File: src/sv/t4i_pkg.sv
package t4i_pkg;

  localparam int unsigned PalDepth  = 16;
  localparam int unsigned PalWidth  = 16;
  localparam int unsigned PalAddrW  = $clog2(PalDepth);
  localparam int unsigned IconBytes = 512;
  localparam int unsigned PosW      = $clog2(IconBytes);
  localparam int unsigned CoordW    = 5;
  localparam int unsigned ChanW     = 8;

  localparam logic [PosW-1:0]  LastPos     = PosW'(IconBytes - 1);
  localparam logic [ChanW-1:0] AlphaOpaque = 8'hFF;
  localparam logic [ChanW-1:0] AlphaClear  = 8'h00;

  typedef enum logic {
    CMD_PALETTE = 1'b0,
    CMD_ICON    = 1'b1
  } cmd_e;

  // one icon byte waiting to be split into its two pixels
  typedef struct packed {
    logic [3:0]          x_pair;   // {tileX, pX}: column / 2
    logic [CoordW-1:0]   row;
    logic [PalAddrW-1:0] idx_lo;
    logic [PalAddrW-1:0] idx_hi;
    logic                done;
  } byte_info_t;

endpackage

File: src/sv/t4i_ram.sv
module t4i_ram #(
  parameter int unsigned Width = 16,
  parameter int unsigned Depth = 16,
  parameter int unsigned AddrW = $clog2(Depth)
) (
  input  logic             clk_i,
  input  logic             we_i,
  input  logic [AddrW-1:0] waddr_i,
  input  logic [Width-1:0] wdata_i,
  input  logic             re_i,
  input  logic [AddrW-1:0] raddr_a_i,
  input  logic [AddrW-1:0] raddr_b_i,
  output logic [Width-1:0] rdata_a_o,
  output logic [Width-1:0] rdata_b_o
);

  logic [Width-1:0] mem_q [Depth];
  logic [Width-1:0] rdata_a_q, rdata_b_q;

  always_ff @(posedge clk_i) begin
    if (we_i) begin
      mem_q[waddr_i] <= wdata_i;
    end
    if (re_i) begin
      rdata_a_q <= mem_q[raddr_a_i];
      rdata_b_q <= mem_q[raddr_b_i];
    end
  end

  assign rdata_a_o = rdata_a_q;
  assign rdata_b_o = rdata_b_q;

endmodule

File: src/sv/t4i_byte_stage.sv
module t4i_byte_stage (
  input  logic                           clk_i,
  input  logic                           rst_ni,
  input  logic                           in_valid_i,
  output logic                           in_ready_o,
  input  logic                           command_i,
  input  logic [3:0]                     palette_slot_i,
  input  logic [15:0]                    palette_word_i,
  input  logic [7:0]                     icon_byte_i,
  input  logic                           icon_start_i,
  input  logic                           pop_i,
  output logic                           byte_valid_o,
  output t4i_pkg::byte_info_t            byte_info_o,
  output logic [t4i_pkg::PalWidth-1:0]   word_lo_o,
  output logic [t4i_pkg::PalWidth-1:0]   word_hi_o
);
  import t4i_pkg::*;

  logic                byte_valid_q, byte_valid_d;
  byte_info_t          info_q, info_d;
  logic [PosW-1:0]     pos_q, pos_d;
  logic [PosW-1:0]     pos_cur;
  logic                accept, take_byte, take_pal;

  assign in_ready_o = !byte_valid_q || pop_i;
  assign accept     = in_valid_i && in_ready_o;
  assign take_byte  = accept && (cmd_e'(command_i) == CMD_ICON);
  assign take_pal   = accept && (cmd_e'(command_i) == CMD_PALETTE);

  assign pos_cur = icon_start_i ? '0 : pos_q;

  always_comb begin
    pos_d        = pos_q;
    byte_valid_d = byte_valid_q;
    info_d       = info_q;
    if (pop_i) begin
      byte_valid_d = 1'b0;
    end
    if (take_byte) begin
      pos_d         = pos_cur + 1'b1;  // wraps at the end of the icon
      byte_valid_d  = 1'b1;
      info_d.x_pair = {pos_cur[6:5], pos_cur[1:0]};
      info_d.row    = {pos_cur[8:7], pos_cur[4:2]};
      info_d.idx_lo = icon_byte_i[3:0];
      info_d.idx_hi = icon_byte_i[7:4];
      info_d.done   = (pos_cur == LastPos);
    end
  end

  always_ff @(posedge clk_i or negedge rst_ni) begin
    if (!rst_ni) begin
      pos_q        <= '0;
      byte_valid_q <= 1'b0;
    end else begin
      pos_q        <= pos_d;
      byte_valid_q <= byte_valid_d;
    end
  end

  always_ff @(posedge clk_i) begin
    info_q <= info_d;
  end

  // palette read lines up with the byte register; a write one word earlier is seen
  t4i_ram #(
    .Width (PalWidth),
    .Depth (PalDepth)
  ) u_palette (
    .clk_i     (clk_i),
    .we_i      (take_pal),
    .waddr_i   (palette_slot_i),
    .wdata_i   (palette_word_i),
    .re_i      (take_byte),
    .raddr_a_i (icon_byte_i[3:0]),
    .raddr_b_i (icon_byte_i[7:4]),
    .rdata_a_o (word_lo_o),
    .rdata_b_o (word_hi_o)
  );

  assign byte_valid_o = byte_valid_q;
  assign byte_info_o  = info_q;

endmodule

File: src/sv/t4i_pixel_out.sv
module t4i_pixel_out (
  input  logic                           clk_i,
  input  logic                           rst_ni,
  input  logic                           byte_valid_i,
  input  t4i_pkg::byte_info_t            byte_info_i,
  input  logic [t4i_pkg::PalWidth-1:0]   word_lo_i,
  input  logic [t4i_pkg::PalWidth-1:0]   word_hi_i,
  output logic                           pop_o,
  output logic                           out_valid_o,
  input  logic                           out_ready_i,
  output logic [t4i_pkg::CoordW-1:0]     pixel_x_o,
  output logic [t4i_pkg::CoordW-1:0]     pixel_y_o,
  output logic [t4i_pkg::ChanW-1:0]      red_o,
  output logic [t4i_pkg::ChanW-1:0]      green_o,
  output logic [t4i_pkg::ChanW-1:0]      blue_o,
  output logic [t4i_pkg::ChanW-1:0]      alpha_o,
  output logic                           pair_last_o,
  output logic                           icon_done_o
);
  import t4i_pkg::*;

  logic                out_valid_q, out_valid_d;
  logic                half_q, half_d;      // 1: low pixel already sent
  logic                load;
  logic [PalWidth-1:0] word;
  logic [PalAddrW-1:0] idx;
  logic [CoordW-1:0]   x_q, x_d, y_q, y_d;
  logic [ChanW-1:0]    r_q, r_d, g_q, g_d, b_q, b_d, a_q, a_d;
  logic                last_q, last_d, done_q, done_d;

  assign load  = byte_valid_i && (!out_valid_q || out_ready_i);
  assign pop_o = load && half_q;

  assign word = half_q ? word_hi_i : word_lo_i;
  assign idx  = half_q ? byte_info_i.idx_hi : byte_info_i.idx_lo;

  always_comb begin
    out_valid_d = out_valid_q;
    half_d      = half_q;
    x_d = x_q; y_d = y_q; r_d = r_q; g_d = g_q; b_d = b_q; a_d = a_q;
    last_d = last_q; done_d = done_q;
    if (out_valid_q && out_ready_i) begin
      out_valid_d = 1'b0;
    end
    if (load) begin
      out_valid_d = 1'b1;
      half_d      = !half_q;
      x_d    = {byte_info_i.x_pair, half_q};
      y_d    = byte_info_i.row;
      r_d    = {word[4:0], 3'b000};
      g_d    = {word[9:5], 3'b000};
      b_d    = {word[14:10], 3'b000};
      a_d    = (idx == '0 && word == '0) ? AlphaClear : AlphaOpaque;
      last_d = half_q;
      done_d = half_q && byte_info_i.done;
    end
  end

  always_ff @(posedge clk_i or negedge rst_ni) begin
    if (!rst_ni) begin
      out_valid_q <= 1'b0;
      half_q      <= 1'b0;
    end else begin
      out_valid_q <= out_valid_d;
      half_q      <= half_d;
    end
  end

  always_ff @(posedge clk_i) begin
    x_q    <= x_d;
    y_q    <= y_d;
    r_q    <= r_d;
    g_q    <= g_d;
    b_q    <= b_d;
    a_q    <= a_d;
    last_q <= last_d;
    done_q <= done_d;
  end

  assign out_valid_o = out_valid_q;
  assign pixel_x_o   = x_q;
  assign pixel_y_o   = y_q;
  assign red_o       = r_q;
  assign green_o     = g_q;
  assign blue_o      = b_q;
  assign alpha_o     = a_q;
  assign pair_last_o = last_q;
  assign icon_done_o = done_q;

endmodule

File: src/sv/tiled_4bpp_icon_to_rgba_top.sv
// Tiled 4bpp icon decoder. Each input word either writes one of 16 RGB15
// palette entries (command 0, no output) or carries one icon byte (command 1)
// that yields two RGBA pixels, low nibble first, each tagged with its x/y in
// the 32x32 icon; icon_start restarts the byte count at zero. A palette write
// is seen by the next byte. A byte goes to the byte register, then one pixel
// at a time to the single output register; the byte register frees as the
// high pixel loads. Palette writes go one per cycle while it is free. The
// palette must be written before any entry it uses is read.
module tiled_4bpp_icon_to_rgba_top (
  input  logic                        clk_i,
  input  logic                        rst_ni,
  input  logic                        in_valid_i,
  output logic                        in_ready_o,
  input  logic                        command_i,
  input  logic [3:0]                  palette_slot_i,
  input  logic [15:0]                 palette_word_i,
  input  logic [7:0]                  icon_byte_i,
  input  logic                        icon_start_i,
  output logic                        out_valid_o,
  input  logic                        out_ready_i,
  output logic [t4i_pkg::CoordW-1:0]  pixel_x_o,
  output logic [t4i_pkg::CoordW-1:0]  pixel_y_o,
  output logic [t4i_pkg::ChanW-1:0]   red_o,
  output logic [t4i_pkg::ChanW-1:0]   green_o,
  output logic [t4i_pkg::ChanW-1:0]   blue_o,
  output logic [t4i_pkg::ChanW-1:0]   alpha_o,
  output logic                        pair_last_o,
  output logic                        icon_done_o
);
  import t4i_pkg::*;

  logic                byte_valid, pop;
  byte_info_t          byte_info;
  logic [PalWidth-1:0] word_lo, word_hi;

  t4i_byte_stage u_byte_stage (
    .clk_i          (clk_i),
    .rst_ni         (rst_ni),
    .in_valid_i     (in_valid_i),
    .in_ready_o     (in_ready_o),
    .command_i      (command_i),
    .palette_slot_i (palette_slot_i),
    .palette_word_i (palette_word_i),
    .icon_byte_i    (icon_byte_i),
    .icon_start_i   (icon_start_i),
    .pop_i          (pop),
    .byte_valid_o   (byte_valid),
    .byte_info_o    (byte_info),
    .word_lo_o      (word_lo),
    .word_hi_o      (word_hi)
  );

  t4i_pixel_out u_pixel_out (
    .clk_i        (clk_i),
    .rst_ni       (rst_ni),
    .byte_valid_i (byte_valid),
    .byte_info_i  (byte_info),
    .word_lo_i    (word_lo),
    .word_hi_i    (word_hi),
    .pop_o        (pop),
    .out_valid_o  (out_valid_o),
    .out_ready_i  (out_ready_i),
    .pixel_x_o    (pixel_x_o),
    .pixel_y_o    (pixel_y_o),
    .red_o        (red_o),
    .green_o      (green_o),
    .blue_o       (blue_o),
    .alpha_o      (alpha_o),
    .pair_last_o  (pair_last_o),
    .icon_done_o  (icon_done_o)
  );

endmodule

File: config.mk
export PLATFORM = sky130hd
export DESIGN_NAME = tiled_4bpp_icon_to_rgba_top
export DESIGN_NICKNAME = d
export VERILOG_FILES = /design/src/sv/t4i_pkg.sv /design/src/sv/t4i_ram.sv /design/src/sv/t4i_byte_stage.sv /design/src/sv/t4i_pixel_out.sv /design/src/sv/tiled_4bpp_icon_to_rgba_top.sv
export SDC_FILE = /design/constraint.sdc
export NUM_CORES = 1
export LEC_CHECK = 0
export BUFFER_PORTS_ARGS = -buffer_cell sky130_fd_sc_hd__buf_4
export CORE_AREA = 2 2 198 200
export CTS_CLUSTER_DIAMETER = 50
export CTS_CLUSTER_SIZE = 8
export DETAILED_ROUTE_END_ITERATION = 8
export DIE_AREA = 0 0 200 202
export PLACE_DENSITY = 0.6
export SLEW_MARGIN = 20
export SYNTH_ARGS = -nofsm -noshare
export SYNTH_HDL_FRONTEND = slang
export SYNTH_SLANG_ARGS = --single-unit
export TNS_END_PERCENT = 30
File: constraint.sdc
create_clock -name clk_i -period 7.8 [get_ports clk_i]
set_input_delay 0.78 -clock clk_i [delete_from_list [all_inputs] [get_ports clk_i]]
set_output_delay 0.78 -clock clk_i [all_outputs]
set_load 0.01 [all_outputs]
==> results.cfg, run 1 <==
[synthesis]
synthArstFlopShare_pct = 3.48
netlist_top_cells_count = edfxtp_1 (333), mux4_2 (106), a22oi_1 (66), nand2_1 (47)
synth.distinct_cells = 40
synth_area_leaders = edfxtp_1 (66%), mux4_2 (16%), mux4_1 (3.8%)
synth_top_flop_cell = edfxtp_1
synth_warnings = 0
ys_ff_latch = 345
postSynthCellCount = 760
yosysMostFrequentCell = edfxtp_1
synth.top_cell.area_share_pct = 66.3
seq_area_frac_synth_pct = 68.3
synth_area_mm2 = 0.0151
synth_edf_count = 333
avgSynthCellArea_um2 = 19.8
netlist.top_cell.by_area = edfxtp_1

[critical_path]
cp-end-kind = register
crit_type = reg2reg
slowest_delay_ns = 0.61
crit_path_start_kind = register
worst-path-max-fanout = 43
critPathSlowestCell = buf_4
critical_path_arrival_ns = 3.06
path_cells = buf_4 -> nand2b_1 -> nand3_1 -> inv_2 -> buf_4
critPathMostFrequentCell = buf_4
required_ns = 7.97

[cts]
ctsHoldBuffers = 0
cts_tree = done
clockBufferDepth = 3
cts.sinks = 345
clock-root-buffer = clkbuf_16
clock_latency_ns = 0.56
htreeDepth = 2
cts_resized = 0
cts_setup_buffers = 0
clk_pin_slew_ns = 0.05
cts_made_buffers = 49

[timing]
max_freq_mhz = 346
finalSetupTns_ns = 0
period_needed_ns = 2.89
fin_skew_ns = 0.0289
fin_crit_sh_pct = 37.0
slew_viol_final = 0
worst_pin_slew_ns = 1.06
setup_violations = 0
relSlewSlack_pct = 29.3
rsz0062_at_grt = false
finalHoldViolCount = 0
setup_slack_ns = 4.91

[final_layout]
instances_no_fill = 1379
area_growth_pct = 16.1
final_util_pct = 45.7
drive_gt1_share_pct = 33.7
fillers = 3241
fin_area_mm2 = 0.0175
final_nets = 883

[pwr]
netSwitchingPower_w = 0.00107
swShare_pct = 22.9
power_frac_comb_pct = 11.1
leakage_nw = 5.77
irDropWorstVdd_mv = 0.182
seqPwrFrac_pct = 47.9
intPower_w = 0.00360
p_clk_share_pct = 41.0
pwr_density_cell_mw_per_mm2 = 267

[floorplan]
die_area_mm2 = 0.0404
die_h_um = 202
die_w_um = 200
coreArea_mm2 = 0.0383
initial_utilization_pct = 39.4
rows = 72
ios = 80

[placement]
placed_cells = 1314
pre_cts_ws_ns = 4.49
dp_hpwl_um = 21300
port_buffers = 70
gp_congestion = 0.766
placed_area_mm2 = 0.0161

[grt]
gr-usage-all-layers_pct = 18.8
grt_pass1_wl_um = 54000
grt_pass1_vias = 8074
gr-total-overflow = 0
antenna_found_initial = 2
grt_max_degree = 66

[routing]
drcViolationCount = 0
via_count = 8018
detailedRoute.firstPassIterationCount = 5
wl_per_cell_um = 27.1
drtIter0Drc = 862
drt_wl_total_um = 37400
drtAntennaViolNets = 0
vias_per_cell = 5.81

[run]
maxCapViolations = 0

[run_status]
outcome = finished clean

[hold_path]
hold_class = in2async
-- cell type report --
cell class / count / area [µm²] / share of cell area, %
sequential: 345 / 10300 / 58.9
multi-input combinational: 358 / 4490 / 25.7
clock buffer: 62 / 1330 / 7.59
timing repair buffer: 91 / 683 / 3.90
tap: 518 / 648 / 3.70
clock inverter: 2 / 38.8 / 0.222
inverter: 2 / 7.51 / 0.0429
antenna: 1 / 2.50 / 0.0143
-- critical path, delay by kind of cell, from the launching register on --
family / cells / cell delay, ns
buffers and inverters: 3 / 1.36
flip-flops: 1 / 0.57
AND/OR/NAND/NOR: 2 / 0.52
-- power groups by stage --
stage | logic [W] | clock network, W | registers, W
2_1_floorplan | 0.000283 | 0 | 0.00228
3_3_place_gp | 0.000520 | 0 | 0.00227
3_5_place_dp | 0.000522 | 0 | 0.00227
4_1_cts | 0.000524 | 0.00195 | 0.00224
5_1_grt | 0.000563 | 0.00202 | 0.00225
6_report | 0.000519 | 0.00191 | 0.00224
-- metal layers --
metal / wire length (µm) / global-route usage, % / vias to the layer above
met5: 16 / 0 / -
met4: 1060 / 6.03 / 2
met3: 3500 / 4.97 / 81
met2: 16900 / 28.2 / 375
met1: 15900 / 27.0 / 4183
li1: - / - / 3377
-- path summary, 6_finish.rpt --
check	from	end	slack, ns	cells after the start
max in group asynchronous	rst_ni	u_byte_stage.pos_q[8]$_DFFE_PN0P_	7.57	1
max	u_pixel_out.half_q$_DFFE_PN0N_	u_byte_stage.u_palette.rdata_b_o[5]$_DFFE_PP_	4.91	5
max reg2reg	u_pixel_out.half_q$_DFFE_PN0N_	u_byte_stage.u_palette.rdata_b_o[5]$_DFFE_PP_	4.91	5
min reg2reg	u_byte_stage.byte_info_o[11]$_DFFE_PP_	u_pixel_out.pixel_y_o[2]$_DFFE_PN_	0.42	0
min	rst_ni	u_byte_stage.pos_q[6]$_DFFE_PN0P_	0.06	1
min in group clk_i	u_byte_stage.byte_info_o[11]$_DFFE_PP_	u_pixel_out.pixel_y_o[2]$_DFFE_PN_	0.42	0
-- sequential cells by signal, summed over array words and instances (netlist names) --
register / cells
u_pixel_out.icon_done_o: 1
u_byte_stage.u_palette.rdata_a_o: 16
u_pixel_out.out_valid_o: 1
u_byte_stage.byte_valid_o: 1
u_pixel_out.pixel_x_o: 5
u_pixel_out.red_o: 5
u_byte_stage.pos_q: 9
u_pixel_out.green_o: 5
u_byte_stage.u_palette.rdata_b_o: 16
u_byte_stage.byte_info_o: 18
u_pixel_out.pixel_y_o: 5
u_pixel_out.alpha_o: 1
u_byte_stage.u_palette.mem_q: 256
u_pixel_out.half_q: 1
u_pixel_out.blue_o: 5
-- through the flow --
step	hold slack, ns	total power [W]
2_1_floorplan	0.400	0.00256
5_1_grt	0.0643	0.00483
3_5_place_dp	0.405	0.00279
6_report	0.0593	0.00467
4_1_cts	0.0483	0.00471
3_3_place_gp	0.403	0.00279
-- cell families (layout without fill, tap and decap cells) --
family,count (synthesis),in the layout,synth area share (%)
flip-flops,345,345,68.3
adder cells (fa/ha/maj),2,2,0.166
XOR/XNOR,1,1,0.0581
other,1,10,0.0249
buffers and inverters,65,157,2.67
AO/OA/AOI/OAI,77,77,3.73
AND/OR/NAND/NOR,124,124,4.10
multiplexers,145,145,20.9
-- layout by cell type, fill, tap and decap left out, drive strengths merged, types with 9 or more instances in the layout --
cell type	netlist	routed
a22oi	66	66
buf	44	91
clkbuf	19	62
conb	1	9
dfrtp	12	12
edfxtp	333	333
mux2	15	15
mux4	128	128
nand2	47	47
nor2	23	23
nor2b	14	14
nor4	9	9
Power figures use the tool's default switching activity.
==> inputs of run 2 (changes only) <==
--- a/config.mk
+++ b/config.mk
@@ -11,7 +11,7 @@
 export CTS_CLUSTER_SIZE = 8
 export DETAILED_ROUTE_END_ITERATION = 8
 export DIE_AREA = 0 0 200 202
-export PLACE_DENSITY = 0.6
+export PLACE_DENSITY = 0.63
 export SLEW_MARGIN = 20
 export SYNTH_ARGS = -nofsm -noshare
 export SYNTH_HDL_FRONTEND = slang
==> constraint.sdc (replaced) <==
create_clock -name clk_i -period 2.5 [get_ports clk_i]
set_input_delay 0.25 -clock clk_i [delete_from_list [all_inputs] [get_ports clk_i]]
set_output_delay 0.25 -clock clk_i [all_outputs]
set_load 0.01 [all_outputs]
==> run 2 against run 1 <==
- largest power group unchanged
- clock-buffer cell count is 2 lower
- non-clock buffer count is 52 higher
- routed wire length is 1.4% higher
- sequential power grew to 3.1 times the previous value
- worst hold slack worse by 0.042 ns
- highest routed layer unchanged
- flip-flop and latch count stayed put
- die area stayed put
==> results.cfg, run 2 (synthesis gave the netlist of run 1 again) <==
[run_status]
outcome = finished clean

[timing]
fin_skew_ns = 0.0195
worst_pin_slew_ns = 0.710
fin_crit_sh_pct = 81.7
slew_viol_final = 0
max_freq_mhz = 489
relSlewSlack_pct = 52.5
period_needed_ns = 2.04
setup_violations = 0
finalSetupTns_ns = 0
rsz0062_at_grt = false
finalHoldViolCount = 0
setup_slack_ns = 0.456

[pwr]
pwr_density_cell_mw_per_mm2 = 829
irDropWorstVdd_mv = 0.519
leakage_nw = 6.10

[cts]
cts.sinks = 345
clock-root-buffer = clkbuf_16
cts_tree = done
clock_latency_ns = 0.57
htreeDepth = 2
clockBufferDepth = 3
clk_pin_slew_ns = 0.05
cts_made_buffers = 51

[placement]
port_buffers = 70
pre_cts_ws_ns = 0.471
dp_hpwl_um = 23200
gp_congestion = 0.785
placed_area_mm2 = 0.0164
placed_cells = 1345

[critical_path]
critical_path_arrival_ns = 2.27
worst-path-max-fanout = 16
required_ns = 2.72
cp-end-kind = register
crit_type = reg2reg
crit_path_start_kind = register

[floorplan]
die_w_um = 200
initial_utilization_pct = 39.4
coreArea_mm2 = 0.0383
die_area_mm2 = 0.0404
rows = 72
ios = 80
die_h_um = 202

[routing]
drtIter0Drc = 815
drt_wl_total_um = 37900
vias_per_cell = 5.76
drcViolationCount = 0
drtAntennaViolNets = 0
detailedRoute.firstPassIterationCount = 5
wl_per_cell_um = 26.4
via_count = 8271

[final_layout]
largest_reg_flops = 256
final_cell_mix = edfxtp_1 (333), buf_4 (116), mux4_2 (106), a22oi_1 (66), clkbuf_16 (51)
area_growth_pct = 19.9
final_nets = 937
fin_area_mm2 = 0.0181
drive_gt1_share_pct = 35.4
regMostFlops = u_byte_stage.u_palette.mem_q
instances_no_fill = 1435
diodes = 0
final_common_cell = edfxtp_1

[grt]
grt_max_degree = 42
gr-total-overflow = 0
antenna_found_initial = 1
grt_pass1_wl_um = 55500
gr-usage-all-layers_pct = 19.2
grt_pass1_vias = 8475

[run]
maxCapViolations = 0

[hold_path]
hold_class = in2reg
-- run 2: per-stage QoR --
step | util [%] | total power, W | hold WS, ns
after global routing | 47.2 | 0.0155 | 0.0262
after global placement | 42.8 | 0.00869 | 0.105
after CTS | 47.2 | 0.0151 | 0.00159
after detailed placement | 42.8 | 0.00871 | 0.106
final | 47.2 | 0.0150 | 0.0177
after floorplan | - | 0.00798 | -0.0456
-- run 2: repair_timing --
item                                    in CTS  in global routing
resized for setup                            0                  0
setup buffers                                0                  0
hold buffers                                21                  0
endpoints found under the hold margin      257                  0
endpoints found under the setup margin       0                  0
-- run 2: per-layer routing --
layer / vias up / part of all wire, % / GRT usage (%)
met5: - / 0.034 / 0
met4: 2 / 2.8 / 6.56
met3: 69 / 8.9 / 4.15
met2: 377 / 46 / 29.7
met1: 4347 / 42 / 26.9
li1: 3476 / - / -
-- run 2: final cells by class --
cell class	instances	area, µm²
Timing Repair Buffer	143	1200
Fill cell	3146	20200
Multi-Input combinational cell	358	4450
Clock inverter	9	154
Tap cell	518	648
Sequential cell	345	10300
Inverter	2	8.76
Clock buffer	60	1310
-- run 2: worst paths after layout --
path | startpoint | endpoint | slack [ns] | cells after the start
max in group asynchronous | rst_ni | u_byte_stage.pos_q[6]$_DFFE_PN0P_ | 2.24 | 2
setup / recovery | u_pixel_out.half_q$_DFFE_PN0N_ | u_byte_stage.u_palette.mem_q[2][15]$_DFFE_PP_ | 0.46 | 4
setup reg to reg | u_pixel_out.half_q$_DFFE_PN0N_ | u_byte_stage.u_palette.mem_q[2][15]$_DFFE_PP_ | 0.46 | 4
hold / removal | out_ready_i | u_pixel_out.out_valid_o$_DFFE_PN0P_ | 0.02 | 3
hold reg to reg | u_byte_stage.byte_info_o[13]$_DFFE_PP_ | u_pixel_out.pixel_y_o[4]$_DFFE_PN_ | 0.41 | 0
min in group asynchronous | rst_ni | u_pixel_out.out_valid_o$_DFFE_PN0P_ | 0.09 | 2
-- run 2: report_power, final --
group          switching, W  internal [W]
Clock               0.00238       0.00396
Sequential         0.000187       0.00681
Combinational      0.000908      0.000737
Total               0.00347        0.0115
-- run 2: worst max-delay path, cell delays in order, from the launching register on --
cell     delay, ns
dfrtp_1       0.50
a21bo_2       0.25
or3b_2        0.54
nor2_2        0.10
buf_4         0.31
